### src/rtl/core/atp_pkg.sv
`default_nettype none

package atp_pkg;

  localparam int NOW_W      = 32;
  localparam int DELAY_W    = 16;
  localparam int DUR_W      = 24;
  localparam int COUNT_W    = 16;
  localparam int TOTAL_W    = 32;
  localparam int CFG_IDX_W  = 3;
  localparam int CFG_DATA_W = 32;

  localparam logic [DUR_W-1:0]   DUR_RESET   = DUR_W'(1000);
  localparam logic [COUNT_W-1:0] COUNT_RESET = COUNT_W'(1);

  typedef enum logic [1:0] {
    OP_BEGIN = 2'd0,
    OP_TICK  = 2'd1,
    OP_STOP  = 2'd2
  } op_t;

  typedef enum logic [1:0] {
    PH_STOPPED = 2'd0,
    PH_ACTIVE  = 2'd1,
    PH_FILLING = 2'd2
  } phase_t;

  localparam logic [1:0] RM_COUNT   = 2'd0;
  localparam logic [1:0] RM_TOTAL   = 2'd1;
  localparam logic [1:0] RM_FOREVER = 2'd2;

  localparam logic [CFG_IDX_W-1:0] CFG_BEGIN_DELAY  = 3'd0;
  localparam logic [CFG_IDX_W-1:0] CFG_LOOP_DUR     = 3'd1;
  localparam logic [CFG_IDX_W-1:0] CFG_AUTO_REVERSE = 3'd2;
  localparam logic [CFG_IDX_W-1:0] CFG_REPEAT_MODE  = 3'd3;
  localparam logic [CFG_IDX_W-1:0] CFG_REPEAT_COUNT = 3'd4;
  localparam logic [CFG_IDX_W-1:0] CFG_REPEAT_TOTAL = 3'd5;

  typedef enum logic [2:0] {
    S_IDLE,
    S_LOAD,
    S_DIV,
    S_MUL,
    S_OUT
  } seq_state_t;

  // Status of a serial arithmetic unit.
  typedef struct packed {
    logic busy;
    logic done;
  } unit_stat_t;

endpackage

`default_nettype wire

### src/rtl/core/atp_div.sv
`default_nettype none

module atp_div #(
  parameter int NUM_W  = 32,
  parameter int FRAC_W = 16,
  parameter int DEN_W  = 24
) (
  input  wire logic              clk,
  input  wire logic              rst,
  input  wire logic              start,
  input  wire logic [NUM_W-1:0]  num,
  input  wire logic [DEN_W-1:0]  den,
  output atp_pkg::unit_stat_t    stat,
  output logic      [FRAC_W:0]   quo
);
  import atp_pkg::*;

  localparam int STEPS = NUM_W + FRAC_W;
  localparam int CNT_W = $clog2(STEPS);

  logic             busy;
  logic             done;
  logic [CNT_W-1:0] cnt;
  logic [NUM_W-1:0] num_sh;
  logic [DEN_W-1:0] rem;
  logic [DEN_W:0]   trial;
  logic [DEN_W:0]   diff;
  logic             fits;
  logic [DEN_W-1:0] rem_next;

  // Restoring division of num * 2^FRAC_W by den, one quotient bit a cycle.
  // Once the numerator bits run out, zeros shift in to form the fraction.
  always_comb begin
    trial    = {rem, num_sh[NUM_W-1]};
    fits     = trial >= {1'b0, den};
    diff     = trial - {1'b0, den};
    rem_next = fits ? diff[DEN_W-1:0] : trial[DEN_W-1:0];
  end

  always_ff @(posedge clk) begin
    if (rst) begin
      busy <= 1'b0;
      done <= 1'b0;
      cnt  <= '0;
    end else begin
      done <= busy && (cnt == '0);
      if (start) begin
        busy <= 1'b1;
        cnt  <= CNT_W'(STEPS - 1);
      end else if (busy) begin
        if (cnt == '0) begin
          busy <= 1'b0;
        end else begin
          cnt <= cnt - 1'b1;
        end
      end
    end
  end

  always_ff @(posedge clk) begin
    if (start) begin
      num_sh <= num;
      rem    <= '0;
    end else if (busy) begin
      num_sh <= {num_sh[NUM_W-2:0], 1'b0};
      rem    <= rem_next;
      quo    <= {quo[FRAC_W-1:0], fits};
    end
  end

  assign stat.busy = busy;
  assign stat.done = done;

endmodule

`default_nettype wire

### src/rtl/core/atp_mul.sv
`default_nettype none

module atp_mul #(
  parameter int A_W = 16,
  parameter int B_W = 24
) (
  input  wire logic                 clk,
  input  wire logic                 rst,
  input  wire logic                 start,
  input  wire logic [A_W-1:0]       a,
  input  wire logic [B_W-1:0]       b,
  output atp_pkg::unit_stat_t       stat,
  output logic      [A_W+B_W-1:0]   prod
);
  import atp_pkg::*;

  localparam int CNT_W = $clog2(A_W);

  logic             busy;
  logic             done;
  logic [CNT_W-1:0] cnt;
  logic [A_W-1:0]   a_sh;
  logic [B_W-1:0]   b_r;
  logic [B_W:0]     sum;

  // Shift-add, multiplier bits taken LSB first; the accumulator shifts right
  // so the adder stays as wide as the multiplicand.
  always_comb begin
    sum = (B_W+1)'(prod[A_W+B_W-1:A_W]) + (B_W+1)'(a_sh[0] ? b_r : '0);
  end

  always_ff @(posedge clk) begin
    if (rst) begin
      busy <= 1'b0;
      done <= 1'b0;
      cnt  <= '0;
    end else begin
      done <= busy && (cnt == '0);
      if (start) begin
        busy <= 1'b1;
        cnt  <= CNT_W'(A_W - 1);
      end else if (busy) begin
        if (cnt == '0) begin
          busy <= 1'b0;
        end else begin
          cnt <= cnt - 1'b1;
        end
      end
    end
  end

  always_ff @(posedge clk) begin
    if (start) begin
      a_sh <= a;
      b_r  <= b;
      prod <= '0;
    end else if (busy) begin
      a_sh <= a_sh >> 1;
      prod <= {sum, prod[A_W-1:1]};
    end
  end

  assign stat.busy = busy;
  assign stat.done = done;

endmodule

`default_nettype wire

### src/rtl/core/animation_timeline_progress_unit.sv
// Each item runs the bit-serial divider and then the serial multiplier for the current time.
// One item is in work at a time; the input stalls until the result is loaded into the output
// register. Reset is synchronous and active high; it restores the register defaults, stops the
// timeline and empties the output register.
`default_nettype none

module animation_timeline_progress_unit #(
  parameter int TIME_BITS = 32,
  parameter int FRAC_BITS = 16
) (
  input  wire logic                             clk,
  input  wire logic                             rst,
  input  wire logic                             in_valid,
  output logic                                  in_stall,
  input  wire logic [1:0]                       operation,
  input  wire logic [atp_pkg::NOW_W-1:0]        now_ms,
  output logic                                  out_valid,
  input  wire logic                             out_stall,
  output logic      [FRAC_BITS:0]               progress_q16,
  output logic      [atp_pkg::DUR_W-1:0]        current_time_ms,
  output logic      [1:0]                       run_state,
  output logic                                  processing,
  output logic                                  completed,
  output logic                                  state_changed,
  input  wire logic                             cfg_valid,
  output logic                                  cfg_ready,
  input  wire logic [atp_pkg::CFG_IDX_W-1:0]    cfg_index,
  input  wire logic [atp_pkg::CFG_DATA_W-1:0]   cfg_data
);
  import atp_pkg::*;

  localparam int TW     = (TIME_BITS < NOW_W) ? TIME_BITS : NOW_W;
  localparam int F      = FRAC_BITS;
  localparam int LOOP_W = DUR_W + 1;
  localparam int LEN_W  = COUNT_W + LOOP_W;
  localparam logic [F:0] ONE = {1'b1, {F{1'b0}}};

  // Configuration registers.
  logic [DELAY_W-1:0] begin_delay;
  logic [DUR_W-1:0]   loop_dur;
  logic               auto_rev;
  logic [1:0]         repeat_mode;
  logic [COUNT_W-1:0] repeat_count;
  logic [TOTAL_W-1:0] repeat_total;

  // Timeline state.
  logic [TW:0]  start_time;
  logic         started;
  phase_t       phase;
  logic         ticking;

  // Item in work.
  logic [1:0]   op_r;
  logic [TW-1:0] now_r;
  logic [TW-1:0] elapsed_r;
  logic         late_r;
  logic         ok_r;
  logic         exact_r;
  logic [F:0]   prog_r;
  logic         proc_r;
  logic         comp_r;
  logic         chg_r;

  seq_state_t   state;
  seq_state_t   state_next;

  logic         in_acc;
  logic         out_load;
  logic         calc_start;
  logic         cur_start;

  logic         late;
  logic [TW-1:0] elapsed;

  logic [LOOP_W-1:0]   one_loop;
  logic [LEN_W-1:0]    len_prod;
  logic [LEN_W-1:0]    len;
  logic                finite;
  logic [F:0]          quo;
  logic [F:0]          p_fwd;
  logic [F:0]          prog_next;
  logic [F+DUR_W:0]    cur_prod;
  unit_stat_t          div_stat;
  unit_stat_t          len_stat;
  unit_stat_t          cur_stat;

  assign cfg_ready = 1'b1;

  always_ff @(posedge clk) begin
    if (rst) begin
      begin_delay  <= '0;
      loop_dur     <= DUR_RESET;
      auto_rev     <= 1'b0;
      repeat_mode  <= RM_COUNT;
      repeat_count <= COUNT_RESET;
      repeat_total <= '0;
    end else if (cfg_valid) begin
      unique case (cfg_index)
        CFG_BEGIN_DELAY:  begin_delay  <= cfg_data[DELAY_W-1:0];
        CFG_LOOP_DUR:     loop_dur     <= cfg_data[DUR_W-1:0];
        CFG_AUTO_REVERSE: auto_rev     <= cfg_data[0];
        CFG_REPEAT_MODE:  repeat_mode  <= cfg_data[1:0];
        CFG_REPEAT_COUNT: repeat_count <= cfg_data[COUNT_W-1:0];
        CFG_REPEAT_TOTAL: repeat_total <= cfg_data[TOTAL_W-1:0];
        default: ;
      endcase
    end
  end

  // Sequencer.
  always_ff @(posedge clk) begin
    if (rst) begin
      state <= S_IDLE;
    end else begin
      state <= state_next;
    end
  end

  always_comb begin
    state_next = state;
    unique case (state)
      S_IDLE: if (in_valid) state_next = S_LOAD;
      S_LOAD: state_next = S_DIV;
      S_DIV:  if (div_stat.done) state_next = S_MUL;
      S_MUL:  if (cur_stat.done) state_next = S_OUT;
      S_OUT:  if (!out_valid || !out_stall) state_next = S_IDLE;
      default: state_next = S_IDLE;
    endcase
  end

  always_comb begin
    in_stall   = (state != S_IDLE);
    calc_start = (state == S_LOAD);
    cur_start  = (state == S_DIV) && div_stat.done;
    out_load   = (state == S_OUT) && (!out_valid || !out_stall);
  end

  assign in_acc = in_valid && !in_stall;

  // Elapsed time since start; only meaningful once the start time has passed.
  always_comb begin
    late    = started && ({1'b0, now_r} >= start_time);
    elapsed = now_r - start_time[TW-1:0];
  end

  // The length multiply finishes well before the divider, so its product is
  // ready when the tick is decided at the end of the division.
  assign one_loop = auto_rev ? {loop_dur, 1'b0} : {1'b0, loop_dur};

  atp_mul #(.A_W(COUNT_W), .B_W(LOOP_W)) u_len_mul (
    .clk   (clk),
    .rst   (rst),
    .start (calc_start),
    .a     (repeat_count),
    .b     (one_loop),
    .stat  (len_stat),
    .prod  (len_prod)
  );

  atp_div #(.NUM_W(TW), .FRAC_W(F), .DEN_W(DUR_W)) u_div (
    .clk   (clk),
    .rst   (rst),
    .start (calc_start),
    .num   (elapsed),
    .den   (loop_dur),
    .stat  (div_stat),
    .quo   (quo)
  );

  atp_mul #(.A_W(F + 1), .B_W(DUR_W)) u_cur_mul (
    .clk   (clk),
    .rst   (rst),
    .start (cur_start),
    .a     (prog_next),
    .b     (loop_dur),
    .stat  (cur_stat),
    .prod  (cur_prod)
  );

  always_comb begin
    finite = (repeat_mode == RM_COUNT) || (repeat_mode == RM_TOTAL);
    len    = (repeat_mode == RM_COUNT) ? len_prod : LEN_W'(repeat_total);
    p_fwd  = {1'b0, quo[F-1:0]};
    // The quotient bit above the fraction is the parity of the loop number.
    priority if (!ok_r) begin
      prog_next = '0;
    end else if (exact_r) begin
      prog_next = ONE;
    end else if (auto_rev && quo[F]) begin
      prog_next = ONE - p_fwd;
    end else begin
      prog_next = p_fwd;
    end
  end

  always_ff @(posedge clk) begin
    if (rst) begin
      start_time <= '0;
      started    <= 1'b0;
      phase      <= PH_STOPPED;
      ticking    <= 1'b0;
      out_valid  <= 1'b0;
    end else begin
      if (in_acc) begin
        unique case (operation)
          OP_BEGIN: begin
            start_time <= {1'b0, now_ms[TW-1:0]} + (TW+1)'(begin_delay);
            started    <= 1'b1;
            phase      <= PH_ACTIVE;
            ticking    <= 1'b1;
          end
          OP_STOP: ticking <= 1'b0;
          default: ;
        endcase
      end
      if (cur_start && (op_r == OP_TICK) && ticking && late_r && finite &&
          (LEN_W'(elapsed_r) >= len)) begin
        ticking <= 1'b0;
        phase   <= PH_FILLING;
      end
      if (out_load) begin
        out_valid <= 1'b1;
      end else if (!out_stall) begin
        out_valid <= 1'b0;
      end
    end
  end

  always_ff @(posedge clk) begin
    if (in_acc) begin
      op_r   <= operation;
      now_r  <= now_ms[TW-1:0];
      chg_r  <= (operation == OP_BEGIN);
      proc_r <= 1'b0;
      comp_r <= 1'b0;
    end
    if (calc_start) begin
      late_r    <= late;
      elapsed_r <= elapsed;
      ok_r      <= late && (loop_dur != '0);
      exact_r   <= ((TW+DUR_W)'(elapsed) == (TW+DUR_W)'(loop_dur));
    end
    if (cur_start) begin
      prog_r <= prog_next;
      if ((op_r == OP_TICK) && ticking && late_r) begin
        proc_r <= !finite || (len != '0);
        if (finite && (LEN_W'(elapsed_r) >= len)) begin
          comp_r <= 1'b1;
          chg_r  <= 1'b1;
        end
      end
    end
    if (out_load) begin
      progress_q16    <= prog_r;
      current_time_ms <= cur_prod[F+DUR_W-1:F];
      run_state       <= phase;
      processing      <= proc_r;
      completed       <= comp_r;
      state_changed   <= chg_r;
    end
  end

endmodule

`default_nettype wire

### config.mk
export PLATFORM = sky130hd
export DESIGN_NAME = animation_timeline_progress_unit
export DESIGN_NICKNAME = d
export VERILOG_FILES = /design/src/rtl/core/atp_pkg.sv /design/src/rtl/core/atp_div.sv /design/src/rtl/core/atp_mul.sv /design/src/rtl/core/animation_timeline_progress_unit.sv
export SDC_FILE = /design/constraint.sdc
export NUM_CORES = 1
export LEC_CHECK = 0
export CORE_MARGIN = 8
export CORE_UTILIZATION = 40
export DETAILED_ROUTE_END_ITERATION = 10
export DONT_BUFFER_PORTS = 1
export GPL_TIMING_DRIVEN = 0
export PLACE_DENSITY = 0.51
export SLEW_MARGIN = 20
export SYNTH_ARGS = -nofsm -noshare
export SYNTH_HDL_FRONTEND = slang
export SYNTH_SLANG_ARGS = --single-unit
### constraint.sdc
create_clock -name clk -period 4.4 [get_ports clk]
set_input_delay 0 -clock clk [delete_from_list [all_inputs] [get_ports clk]]
set_output_delay 0 -clock clk [all_outputs]
set_load 0.01 [all_outputs]
==> impl_metrics.ini <==
[placement]
place_area_um2 = 27620
gp_congestion = 0.9157
place_hpwl_um = 62280
io_buffers = 0
post-place-ws_ns = -0.1104

[logic_synthesis]
netlist_instances = 2770
synth.most_common_cell = nand2_1
yosys-top-cells-area = edfxtp_1 30%, dfxtp_1 19%, ha_1 7.5%
ys_seq_area_frac = 0.4846
synth_flop_cell = edfxtp_1
synthDistinctLibCells = 77
synth_enable_flop_cells = 263
synth_top_area_cell = edfxtp_1
synth_top_area_frac = 0.2989
syn_area_um2 = 26420
syn_avg_cell_area_um2 = 9.538
ys_warn_count = 0
ys_ff_latch = 508
synthArstFlopShare = 0
synth_nets = 3008
yosys-top-cells-count = 475 x nand2_1, 263 x edfxtp_1, 250 x a21oi_1

[finish]
fillerInstances = 6337
syn_to_final_growth_pct = 15.43
fin_nets = 3156
design_area_um2 = 30500
multiInputGateArea_um2 = 12670
drive_gt1_frac = 0.05086
final_util = 0.4647
register_area_um2 = 12800

[pwr]
ir_drop_mv = 0.3064
power.density_nw_per_um2 = 471.1
p_total_mw = 14.37
leakagePower_nw = 11.81

[floorplanning]
dieHeight_um = 273.0
io_pins = 123
start_util = 0.4026
coreArea_um2 = 65630
row_count = 94
dieArea_um2 = 74530
chipWidth_um = 273.0

[global_route]
track_usage = 0.2133
grt_pass1_vias = 20712
grt_max_degree = 51
grt-ovfl-total = 0
grt_pass1_wl_um = 123900
antenna_found_initial = 6

[timing]
holdWs_ns = 0.04819
period_share = 0.9470
maxSlewHeadroom = 0.2528
setup_viol = 0
timing_worst_slew_pin_value_ns = 1.106
clock.fmax_mhz = 240.0
setup_slack_ns = 0.2332
grt_setup_unrepaired = false
slew_viol_final = 0
finalHoldViolations = 0
period_minus_slack_ns = 4.167
skew_ns = 0.01493

[clocking]
clock-sinks = 508
cts.path.max_buffers = 3
postCtsSetupBuffers = 0
ctsHtreeMaxLevel = 2
clock-root-buffer = clkbuf_16
clk_pin_slew_worst_paths_ns = 0.06
cts_made_buffers = 59
clock_latency_ns = 0.63
cts_tree = built

[detailed_routing]
drt_iter0_drc = 1519
routedWlPerCell_um = 21.13
vias = 20910
drt_pass1_iterations = 5
finalWirelength_um = 81100
ant_nets = 0
drc_errors = 0
via_per_inst = 5.448

[critical_path]
reg2reg_slack_ns = 0.23
cpPeakStageDelay_ns = 0.46
startpoint = repeat_mode[1]$_SDFFE_PP0P_
cp_common_cell = o21a_1
path_buf_inv = 1
worstPathArrival_ns = 4.74
critPathCapture = ticking$_SDFFE_PP0P_
worst-path-max-fanout = 10
crit_required_ns = 4.97
worstReg2RegStart = repeat_mode[1]$_SDFFE_PP0P_
crit_family = compound AO/OA/AOI/OAI gates
worstSetupPathType = register to register
reg2reg_depth = 14
worst-path-stages = 14
r2r-end = ticking$_SDFFE_PP0P_
start_kind = register
slowest_stage = clkbuf_2
crit_chain = nor2_2 -> clkbuf_2 -> mux2i_1 -> ha_1 -> nor2b_1 -> o21a_1 -> o21a_1 -> o21a_1 -> o21ai_0 -> a21oi_1 -> o211a_1 -> o311ai_0 -> a31o_2 -> and3_1
critPathCaptureType = register

[run]
max_cap_viol_count = 0

[status]
status = finished, final reports clean

[min_path]
hp-class = input pin to register
==> cells by family (layout without fill, tap and decap cells) <==
group / count (synthesis) / count (layout) / synth area share
AND/OR/NAND/NOR: 990 / 990 / 0.1685
AO/OA/AOI/OAI: 591 / 591 / 0.1359
flip-flops: 508 / 508 / 0.4846
buffers and inverters: 249 / 448 / 0.03661
adder cells (fa/ha/maj): 164 / 164 / 0.07909
XOR/XNOR: 148 / 148 / 0.04959
multiplexers: 119 / 119 / 0.04561
other: 1 / 6 / 0.0001419
==> through the flow <==
step / TNS, ns / std cells
finish: 0 / 3838
global route: 0 / 3834
CTS: 0 / 3833
detailed placement: -0.5208 / 3638
global placement: -66.79 / 3634
floorplan: 0 / 2770
==> flip-flops by register name, summed over array words and instances, names as in the netlist, 25 cells and up <==
name	cells
u_len_mul.prod	41
start_time	33
elapsed_r	32
now_r	32
repeat_total	32
u_div.num_sh	32
u_cur_mul.prod	25
u_len_mul.b_r	25
==> layer usage <==
layer | wire, um | vias up | track usage
li1 | - | 10135 | -
met4 | 2660 | 4 | 0.06942
met3 | 4566 | 132 | 0.03365
met1 | 36210 | 10044 | 0.2812
met5 | 26 | - | 0
met2 | 37630 | 595 | 0.3561
==> power by group <==
group	internal (mW)	total (mW)	switching (mW)	leakage [nW]
sequential	5.44	5.76	0.318	4.46
clock	3.06	5.09	2.03	0.991
combinational	1.43	3.52	2.10	6.36
==> area by class of cell <==
| cell class | count | share of cell area |
|---|---|---|
| diodes | 5 | 0.0004103 |
| flip-flops and latches | 508 | 0.4198 |
| clock buffers | 90 | 0.05658 |
| clock inverters | 22 | 0.009642 |
| repair buffers | 87 | 0.03036 |
| plain buffers | 115 | 0.01559 |
| well taps | 864 | 0.03545 |
| multi-input cells | 2013 | 0.4156 |
| inverters | 134 | 0.01649 |
==> what timing repair did <==
action                                  4_1_cts  5_1_grt
endpoints found under the setup margin       11       14
gates resized for setup                       3        5
pin swaps                                     0        0
hold endpoints to repair                    212        0
hold buffers                                 83        0
==> cells in the final DEF (no fill, tap or decap), types with 101 or more instances in the layout <==
cell / instances
nand2_1: 475
xnor2_1: 101
inv_1: 131
edfxtp_1: 263
ha_1: 159
dfxtp_1: 244
mux2i_1: 108
a21oi_1: 249
o21ai_0: 130
clkbuf_1: 110
nor2_1: 192
==> worst register-to-register path, cell delays in order (launching register included) <==
cell      delay, ns
dfxtp_1        0.40
nor2_2         0.42
clkbuf_2       0.46
mux2i_1        0.37
ha_1           0.31
nor2b_1        0.13
o21a_1         0.16
o21a_1         0.16
o21a_1         0.16
o21ai_0        0.17
a21oi_1        0.10
o211a_1        0.24
o311ai_0       0.45
a31o_2         0.38
and3_1         0.20
==> worst min path at each step <==
stage,startpoint,to,slack (ns),cells after the start
3_5_place_dp,now_ms[2],now_r[2]$_DFFE_PP_,0.1,0
5_1_grt,now_ms[0],now_r[0]$_DFFE_PP_,0.03,1
2_1_floorplan,now_ms[0],now_r[0]$_DFFE_PP_,0.1,0
6_report,now_ms[0],now_r[0]$_DFFE_PP_,0.05,1
3_3_place_gp,now_ms[2],now_r[2]$_DFFE_PP_,0.1,0
4_1_cts,now_ms[7],now_r[7]$_DFFE_PP_,0.004,1
No activity file was read; power rests on OpenSTA's default activity.
